$ cat src/rtl/dtes_pkg.sv
// Package for the date text to epoch seconds block: item types, status codes,
// stage records and the month offset table. No dependencies.
`default_nettype none

package dtes_pkg;

   localparam logic [7:0] SlashChar = 8'h2F;
   localparam logic [7:0] ZeroChar  = 8'h30;
   localparam logic [7:0] NineChar  = 8'h39;

   // Days from 0000-03-01 to 1970-01-01
   localparam int unsigned EpochShift = 719468;
   localparam int unsigned SecsPerDay = 86400;
   // floor(yy / 100) == (yy * Recip100) >> Recip100Shift for yy below 10000
   localparam int unsigned Recip100      = 5243;
   localparam int unsigned Recip100Shift = 19;

   localparam int unsigned YearWidth = 14;
   localparam int unsigned DaysWidth = 22;
   localparam int unsigned SecsWidth = 38;

   typedef enum logic [2:0] {
      ST_OK    = 3'd0,
      ST_SEP   = 3'd1,
      ST_MONTH = 3'd2,
      ST_DAY   = 3'd3,
      ST_EARLY = 3'd4,
      ST_DIGIT = 3'd5
   } status_type;

   typedef struct packed {
      logic [7:0] day_tens_char;
      logic [7:0] day_ones_char;
      logic [7:0] first_separator_char;
      logic [7:0] month_tens_char;
      logic [7:0] month_ones_char;
      logic [7:0] second_separator_char;
      logic [7:0] year_thousands_char;
      logic [7:0] year_hundreds_char;
      logic [7:0] year_tens_char;
      logic [7:0] year_ones_char;
   } req_type;

   typedef struct packed {
      logic [SecsWidth-1:0] epoch_seconds;
      logic [2:0]           status;
   } rsp_type;

   // Parsed date after the first stage
   typedef struct packed {
      logic                 valid;
      status_type           status;
      logic [6:0]           day;
      logic [6:0]           month;
      logic [YearWidth-1:0] year;
   } parse_type;

   // Day count after the day stages
   typedef struct packed {
      logic                 valid;
      status_type           status;
      logic [DaysWidth-1:0] days;
   } days_type;

   // Day of year counted from March 1, for months numbered from March
   function automatic logic [8:0] month_start(input logic [3:0] mp);
      logic [8:0] start;
      case (mp)
         4'd0:    start = 9'd0;
         4'd1:    start = 9'd31;
         4'd2:    start = 9'd61;
         4'd3:    start = 9'd92;
         4'd4:    start = 9'd122;
         4'd5:    start = 9'd153;
         4'd6:    start = 9'd184;
         4'd7:    start = 9'd214;
         4'd8:    start = 9'd245;
         4'd9:    start = 9'd275;
         4'd10:   start = 9'd306;
         4'd11:   start = 9'd337;
         default: start = 9'd0;
      endcase
      return start;
   endfunction

endpackage

`default_nettype wire

$ cat src/rtl/dtes_parse.sv
// First stage: separator and digit checks, digit text to day, month, year.
// Depends on dtes_pkg.
`default_nettype none

module dtes_parse (
   input  wire                 clock,
   input  wire                 reset,
   input  wire                 accept,
   input  dtes_pkg::req_type   req_item,
   output dtes_pkg::parse_type parsed
);

   dtes_pkg::parse_type parse_ff, parse_in;

   function automatic logic is_digit(input logic [7:0] c);
      return (c >= dtes_pkg::ZeroChar) && (c <= dtes_pkg::NineChar);
   endfunction

   always_comb begin
      logic sep_ok;
      logic dig_ok;
      sep_ok = (req_item.first_separator_char == dtes_pkg::SlashChar) &&
               (req_item.second_separator_char == dtes_pkg::SlashChar);
      dig_ok = is_digit(req_item.day_tens_char) && is_digit(req_item.day_ones_char) &&
               is_digit(req_item.month_tens_char) && is_digit(req_item.month_ones_char) &&
               is_digit(req_item.year_thousands_char) &&
               is_digit(req_item.year_hundreds_char) &&
               is_digit(req_item.year_tens_char) && is_digit(req_item.year_ones_char);

      parse_in.valid = accept;
      if (!sep_ok) begin
         parse_in.status = dtes_pkg::ST_SEP;
      end else if (!dig_ok) begin
         parse_in.status = dtes_pkg::ST_DIGIT;
      end else begin
         parse_in.status = dtes_pkg::ST_OK;
      end
      // Low nibble of an ASCII digit is its value
      parse_in.day   = 7'(req_item.day_tens_char[3:0]) * 7'd10 +
                       7'(req_item.day_ones_char[3:0]);
      parse_in.month = 7'(req_item.month_tens_char[3:0]) * 7'd10 +
                       7'(req_item.month_ones_char[3:0]);
      parse_in.year  = 14'(req_item.year_thousands_char[3:0]) * 14'd1000 +
                       14'(req_item.year_hundreds_char[3:0]) * 14'd100 +
                       14'(req_item.year_tens_char[3:0]) * 14'd10 +
                       14'(req_item.year_ones_char[3:0]);
   end

   always_ff @(posedge clock) begin
      if (reset) begin
         parse_ff <= '0;
      end else begin
         parse_ff <= parse_in;
      end
   end

   assign parsed = parse_ff;

endmodule

`default_nettype wire

$ cat src/rtl/dtes_days.sv
// Stages two to four: range checks, March-based year and day of year,
// century terms by reciprocal multiply, day count since the epoch.
// Depends on dtes_pkg.
`default_nettype none

module dtes_days (
   input  wire                 clock,
   input  wire                 reset,
   input  dtes_pkg::parse_type parsed,
   output dtes_pkg::days_type  days_out
);

   localparam int unsigned YW = dtes_pkg::YearWidth;

   // Stage two: checks, shifted year, day of year
   logic                v2_ff, v2_in;
   dtes_pkg::status_type st2_ff, st2_in;
   logic                early2_ff, early2_in;
   logic [YW-1:0]       yy2_ff, yy2_in;
   logic [8:0]          doy2_ff, doy2_in;

   always_comb begin
      logic       march;
      logic [3:0] mp;
      march  = parsed.month <= 7'd2;
      mp     = march ? 4'(parsed.month + 7'd9) : 4'(parsed.month - 7'd3);
      v2_in  = parsed.valid;
      st2_in = parsed.status;
      if (parsed.status == dtes_pkg::ST_OK) begin
         if (parsed.month < 7'd1 || parsed.month > 7'd12) begin
            st2_in = dtes_pkg::ST_MONTH;
         end else if (parsed.day < 7'd1 || parsed.day > 7'd31) begin
            st2_in = dtes_pkg::ST_DAY;
         end
      end
      // January or February of year zero belongs to year minus one
      early2_in = march && (parsed.year == '0);
      yy2_in    = parsed.year - YW'(march);
      doy2_in   = dtes_pkg::month_start(mp) + 9'(parsed.day) - 9'd1;
   end

   always_ff @(posedge clock) begin
      st2_ff    <= st2_in;
      early2_ff <= early2_in;
      yy2_ff    <= yy2_in;
      doy2_ff   <= doy2_in;
      if (reset) begin
         v2_ff <= 1'b0;
      end else begin
         v2_ff <= v2_in;
      end
   end

   // Stage three: the two products
   logic                v3_ff;
   dtes_pkg::status_type st3_ff;
   logic                early3_ff;
   logic [YW-1:0]       yy3_ff;
   logic [8:0]          doy3_ff;
   logic [26:0]         recip3_ff, recip3_in;
   logic [22:0]         y365_3_ff, y365_3_in;

   assign recip3_in = 27'(yy2_ff) * 27'(dtes_pkg::Recip100);
   assign y365_3_in = 23'(yy2_ff) * 23'd365;

   always_ff @(posedge clock) begin
      st3_ff    <= st2_ff;
      early3_ff <= early2_ff;
      yy3_ff    <= yy2_ff;
      doy3_ff   <= doy2_ff;
      recip3_ff <= recip3_in;
      y365_3_ff <= y365_3_in;
      if (reset) begin
         v3_ff <= 1'b0;
      end else begin
         v3_ff <= v2_ff;
      end
   end

   // Stage four: sum the day terms and compare with the epoch
   dtes_pkg::days_type days_ff, days_in;

   always_comb begin
      logic [6:0]  q100;
      logic [6:0]  q400;
      logic [22:0] days0;
      q100  = 7'(recip3_ff >> dtes_pkg::Recip100Shift);
      q400  = q100 >> 2;
      days0 = y365_3_ff + 23'(yy3_ff >> 2) - 23'(q100) + 23'(q400) + 23'(doy3_ff);
      days_in.valid  = v3_ff;
      days_in.status = st3_ff;
      if (st3_ff == dtes_pkg::ST_OK &&
          (early3_ff || days0 < 23'(dtes_pkg::EpochShift))) begin
         days_in.status = dtes_pkg::ST_EARLY;
      end
      days_in.days = dtes_pkg::DaysWidth'(days0 - 23'(dtes_pkg::EpochShift));
   end

   always_ff @(posedge clock) begin
      if (reset) begin
         days_ff <= '0;
      end else begin
         days_ff <= days_in;
      end
   end

   assign days_out = days_ff;

endmodule

`default_nettype wire

$ cat src/rtl/dtes_scale.sv
// Last stage: day count times seconds per day, zero on any reject.
// Depends on dtes_pkg.
`default_nettype none

module dtes_scale (
   input  wire                clock,
   input  wire                reset,
   input  dtes_pkg::days_type days_in,
   output logic               rsp_valid,
   output dtes_pkg::rsp_type  rsp_item
);

   localparam int unsigned SW = dtes_pkg::SecsWidth;

   logic              valid_ff;
   dtes_pkg::rsp_type rsp_ff, rsp_in;

   always_comb begin
      logic [SW:0] product;
      product = (SW+1)'(days_in.days) * (SW+1)'(dtes_pkg::SecsPerDay);
      rsp_in.status = days_in.status;
      if (days_in.status == dtes_pkg::ST_OK) begin
         rsp_in.epoch_seconds = product[SW-1:0];
      end else begin
         rsp_in.epoch_seconds = '0;
      end
   end

   always_ff @(posedge clock) begin
      rsp_ff <= rsp_in;
      if (reset) begin
         valid_ff <= 1'b0;
      end else begin
         valid_ff <= days_in.valid;
      end
   end

   assign rsp_valid = valid_ff;
   assign rsp_item  = rsp_ff;

endmodule

`default_nettype wire

$ cat src/rtl/date_text_to_epoch_seconds.sv
// Top level: DD/MM/YYYY text to seconds since 1970-01-01 at midnight.
// Depends on dtes_pkg, dtes_parse, dtes_days and dtes_scale.
//
//   channel   ports                   direction   handshake
//   request   start, busy, req_item   in          taken when start && !busy
//   response  rsp_valid, rsp_item     out         one-cycle strobe, no stall
//
// One item per clock while busy is low, through a parse stage, three day-count
// stages (checks, multiplies, sum) and one seconds multiply.
// The slowest stage holds one 22 by 17 bit product.
// Synchronous reset clears every valid bit and raises busy for its duration.
// Nothing stalls: the receiver takes each result in the cycle it appears.
`default_nettype none

module date_text_to_epoch_seconds (
   input  wire               clock,
   input  wire               reset,
   input  wire               start,
   output logic              busy,
   input  dtes_pkg::req_type req_item,
   output logic              rsp_valid,
   output dtes_pkg::rsp_type rsp_item
);

   logic busy_ff;
   logic accept;

   dtes_pkg::parse_type parsed;
   dtes_pkg::days_type  days;

   // Hold busy through reset; the pipeline never backs up after that
   always_ff @(posedge clock) begin
      busy_ff <= reset;
   end

   assign busy   = busy_ff;
   assign accept = start && !busy_ff;

   dtes_parse u_parse (
      .clock    (clock),
      .reset    (reset),
      .accept   (accept),
      .req_item (req_item),
      .parsed   (parsed)
   );

   dtes_days u_days (
      .clock    (clock),
      .reset    (reset),
      .parsed   (parsed),
      .days_out (days)
   );

   dtes_scale u_scale (
      .clock     (clock),
      .reset     (reset),
      .days_in   (days),
      .rsp_valid (rsp_valid),
      .rsp_item  (rsp_item)
   );

   // Every accepted item reaches the output
   a_latency : assert property (@(posedge clock) disable iff (reset)
      accept |-> ##5 rsp_valid)
      else $error("accepted item did not reach the output");

   // No result without a matching accepted item
   a_no_phantom : assert property (@(posedge clock) disable iff (reset)
      rsp_valid |-> $past(accept, 5))
      else $error("result without a matching item");

   // A reject always carries zero seconds
   a_reject_zero : assert property (@(posedge clock) disable iff (reset)
      (rsp_valid && rsp_item.status != dtes_pkg::ST_OK) |-> rsp_item.epoch_seconds == '0)
      else $error("rejected item with nonzero seconds");

   // Seconds never exceed the midnight that opens the last day of year 9999
   a_secs_range : assert property (@(posedge clock) disable iff (reset)
      rsp_valid |-> rsp_item.epoch_seconds <= 38'd253402214400)
      else $error("seconds out of range");

endmodule

`default_nettype wire

$ cat config.mk
export PLATFORM = sky130hd
export DESIGN_NAME = date_text_to_epoch_seconds
export DESIGN_NICKNAME = d
export VERILOG_FILES = /design/src/rtl/dtes_pkg.sv /design/src/rtl/dtes_parse.sv /design/src/rtl/dtes_days.sv /design/src/rtl/dtes_scale.sv /design/src/rtl/date_text_to_epoch_seconds.sv
export SDC_FILE = /design/constraint.sdc
export NUM_CORES = 1
export LEC_CHECK = 0
export BUFFER_PORTS_ARGS = -buffer_cell sky130_fd_sc_hd__buf_2
export CAP_MARGIN = 20
export CORE_MARGIN = 5
export CORE_UTILIZATION = 35
export CTS_CLUSTER_SIZE = 16
export DETAILED_ROUTE_END_ITERATION = 6
export GPL_TIMING_DRIVEN = 0
export PLACE_DENSITY_LB_ADDON = 0.25
export SLEW_MARGIN = 20
export SYNTH_ARGS = -nofsm -noshare
export SYNTH_HDL_FRONTEND = slang
export SYNTH_SLANG_ARGS = --single-unit
$ cat constraint.sdc
create_clock -name clock -period 5.6 [get_ports clock]
set_input_delay 1.68 -clock clock [delete_from_list [all_inputs] [get_ports clock]]
set_output_delay 1.68 -clock clock [all_outputs]
set_load 0.03 [all_outputs]
==> results.toml <==
[critical_path]
start_kind = "register"
slowest_stage = "fa_1"
critPathBufInv = 4
critical-path-max-stage-delay_ns = 0.55
cp_cell_sequence = "ha_2 -> inv_1 -> fa_1 -> inv_1 -> fa_1 -> inv_1 -> fa_1 -> fa_1 -> inv_1 -> ha_1 -> and4_1 -> a2111oi_0 -> o21ai_0 -> a21oi_1 -> o21ai_1 -> a211oi_2 -> o31ai_1 -> a21oi_1 -> xnor2_1"
critPathArrivalTime_ns = 5.68
worstSetupPathType = "reg -> reg"
critical_path.top_delay_family = "adder cells"
worstPathRequired_ns = 5.98
critPathMaxFanout = 7
end_kind = "register"

[drt]
ant_nets = 0
wl_per_cell_um = 13.68
vias = 13160
drt_first_pass_iters = 5
avgViaCountPerCell = 4.611
drt-total-wl_mm = 39.05
drc = 0
drt-initial-drc-count = 442

[cells_and_area]
mostFrequentLayoutCells = "482 x inv_1, 373 x ha_1, 195 x fa_1"
drive_gt1_share_pct = 9.427
fin_nets = 2804
final_common_cell = "inv_1"
fin_cells = 2854
syn2layout_area_growth_pct = 11.55

[die]
core-area_um2 = 52870
start_util_pct = 35.51
io_pins = 126
die_area_um2 = 58370
dieHeight_um = 241.6
die_x_um = 241.6
row_count = 84

[timing]
finalSetupViolCount = 0
finalSetupTns_ns = 0
hold_ws_ns = 0.3284
hold_violations = 0
slew_violations = 0
fmax_mhz = 188.8
setup_ws_ns = 0.3031
relSlewSlack_pct = 30.49
period_minus_slack_ns = 5.297
tightestPinTransition_ns = 1.016
finalCritPeriodShare_pct = 94.59
worst_clock_skew_ns = 0.01162
grt_setup_unrepaired = "false"

[global_route]
grt_overflow = 0
grt_pass1_wl_mm = 67.07
grt_pass1_vias = 13951
gr-usage-met1_pct = 17.43
grt.total_usage_pct = 13.82
grt_max_degree = 20
top_usage_layer = "met2"
use_met2_pct = 24.82
antenna_found_initial = 4
use_met3_pct = 2.295

[synthesis]
synthCells = 2007
ys_seq_elements = 177
synthFlopType = "dfxtp_1"
synth-warning-count = 0
netlist_area_um2 = 18770
yosysTopAreaCell = "ha_1"
seq_area_frac_synth_pct = 18.87
synth_area_per_cell_um2 = 9.354
synthTopCellsByArea = "ha_1 25%, fa_1 21%, dfxtp_1 19%"
synth_edf_count = 0
synth_top_area_share_pct = 24.99
synthArstFlopShare_pct = 0
yosysUniqueCellTypes = 77

[status]
outcome = "completed"

[clock_tree]
clk_path_buf_depth = 2
cts.sinks = 177
cts_buffers = 17
clk_latency_ns = 0.46
clk_pin_slew_ns = 0.07
root_buffer = "clkbuf_16"
htree_levels = 4
cts_tree = "done"

[placement]
place_ws_ns = -0.2258
dp_hpwl_mm = 34.19
place.gp.congestion = 0.8844
dp_cells = 2820
portBuffers = 118

[worst_hold_path]
min_path_type = "reg -> reg"

[flow_run]
max_cap_violations = 0
## layout make-up
type,instances,area (µm²)
Inverter,482,1809
Timing Repair Buffer,119,598.1
Multi-Input combinational cell,1323,13330
Tap cell,688,860.8
Antenna cell,2,5.005
Clock buffer,18,439.2
Sequential cell,177,3562
Buffer,31,148.9
Clock inverter,14,186.4
Fill cell,5256,31920
## repair_timing
action                                  in CTS  in global routing
buffers inserted                             0                  0
endpoints found under the hold margin        0                  0
endpoints found under the setup margin       4                  5
gates resized for setup                      9                 11
hold buffers                                 0                  0
## routing by layer
layer | part of all wire (%) | wire length (µm)
met5 | 0 | 0
met4 | 1.6 | 614
met3 | 2.9 | 1131
met2 | 50 | 19490
met1 | 46 | 17810
## worst paths after layout
kind                    startpoint                   end  slack (ns)  depth (start not counted)
setup / recovery  u_days.yy2_ff[9]  u_days.recip3_ff[25]        0.30                         19
hold / removal    u_days.st2_ff[1]      u_days.st3_ff[1]        0.33                          0
setup reg to reg  u_days.yy2_ff[9]  u_days.recip3_ff[25]        0.30                         19
hold reg to reg   u_days.st2_ff[1]      u_days.st3_ff[1]        0.33                          0
## metrics by stage
step                      cell area [µm²]  utilization [%]
final                               20940            39.61
after global routing                20940            39.61
after CTS                           20900            39.54
after detailed placement            20260            38.32
after global placement              20250            38.30
after floorplan                     18800                -
## sequential cells by signal, indices dropped and copies added, names as in the netlist
register,cells
u_days.st3_ff,3
u_days.doy3_ff,9
u_scale.rsp_valid,1
u_days.recip3_ff,7
u_days.v3_ff,1
u_days.doy2_ff,9
u_days.v2_ff,1
u_days.yy2_ff,14
u_days.st2_ff,3
u_days.y365_3_ff,21
u_parse.parsed,31
u_days.days_out,26
u_days.early3_ff,1
u_days.early2_ff,1
busy,1
u_scale.rsp_item,34
u_days.yy3_ff,14
## cell usage after synthesis (all sizes together) (4+ instances only)
| library cell | instances |
|---|---|
| a211oi | 11 |
| a21boi | 6 |
| a21o | 38 |
| a21oi | 81 |
| a31o | 5 |
| a31oi | 11 |
| and2 | 10 |
| and3 | 10 |
| buf | 11 |
| clkbuf | 20 |
| dfxtp | 177 |
| fa | 195 |
| ha | 375 |
| inv | 482 |
| nand2 | 66 |
| nand2b | 10 |
| nand3 | 24 |
| nand4 | 12 |
| nand4b | 4 |
| nor2 | 95 |
| nor2b | 29 |
| nor3 | 36 |
| nor3b | 4 |
| nor4 | 6 |
| nor4b | 4 |
| o2111ai | 4 |
| o211ai | 8 |
| o21a | 12 |
| o21ai | 59 |
| o21bai | 15 |
| o22ai | 4 |
| o31ai | 10 |
| or2 | 5 |
| or3 | 11 |
| or4 | 4 |
| xnor2 | 64 |
| xor2 | 46 |
## logic make-up after synthesis
| group | count (synthesis) | share of synthesized area (%) |
|---|---|---|
| XOR/XNOR | 110 | 5.172 |
| multiplexers | 4 | 0.2199 |
| AND/OR/NAND/NOR | 341 | 9.204 |
| adder cells (fa/ha/maj) | 570 | 45.78 |
| AO/OA/AOI/OAI | 291 | 10.30 |
| other | 1 | 0.01997 |
| flip-flops | 177 | 18.87 |
| buffers and inverters | 513 | 10.43 |
Power is not shown: default switching activity piles up to over one toggle a cycle in this logic, so the estimate is an artifact.
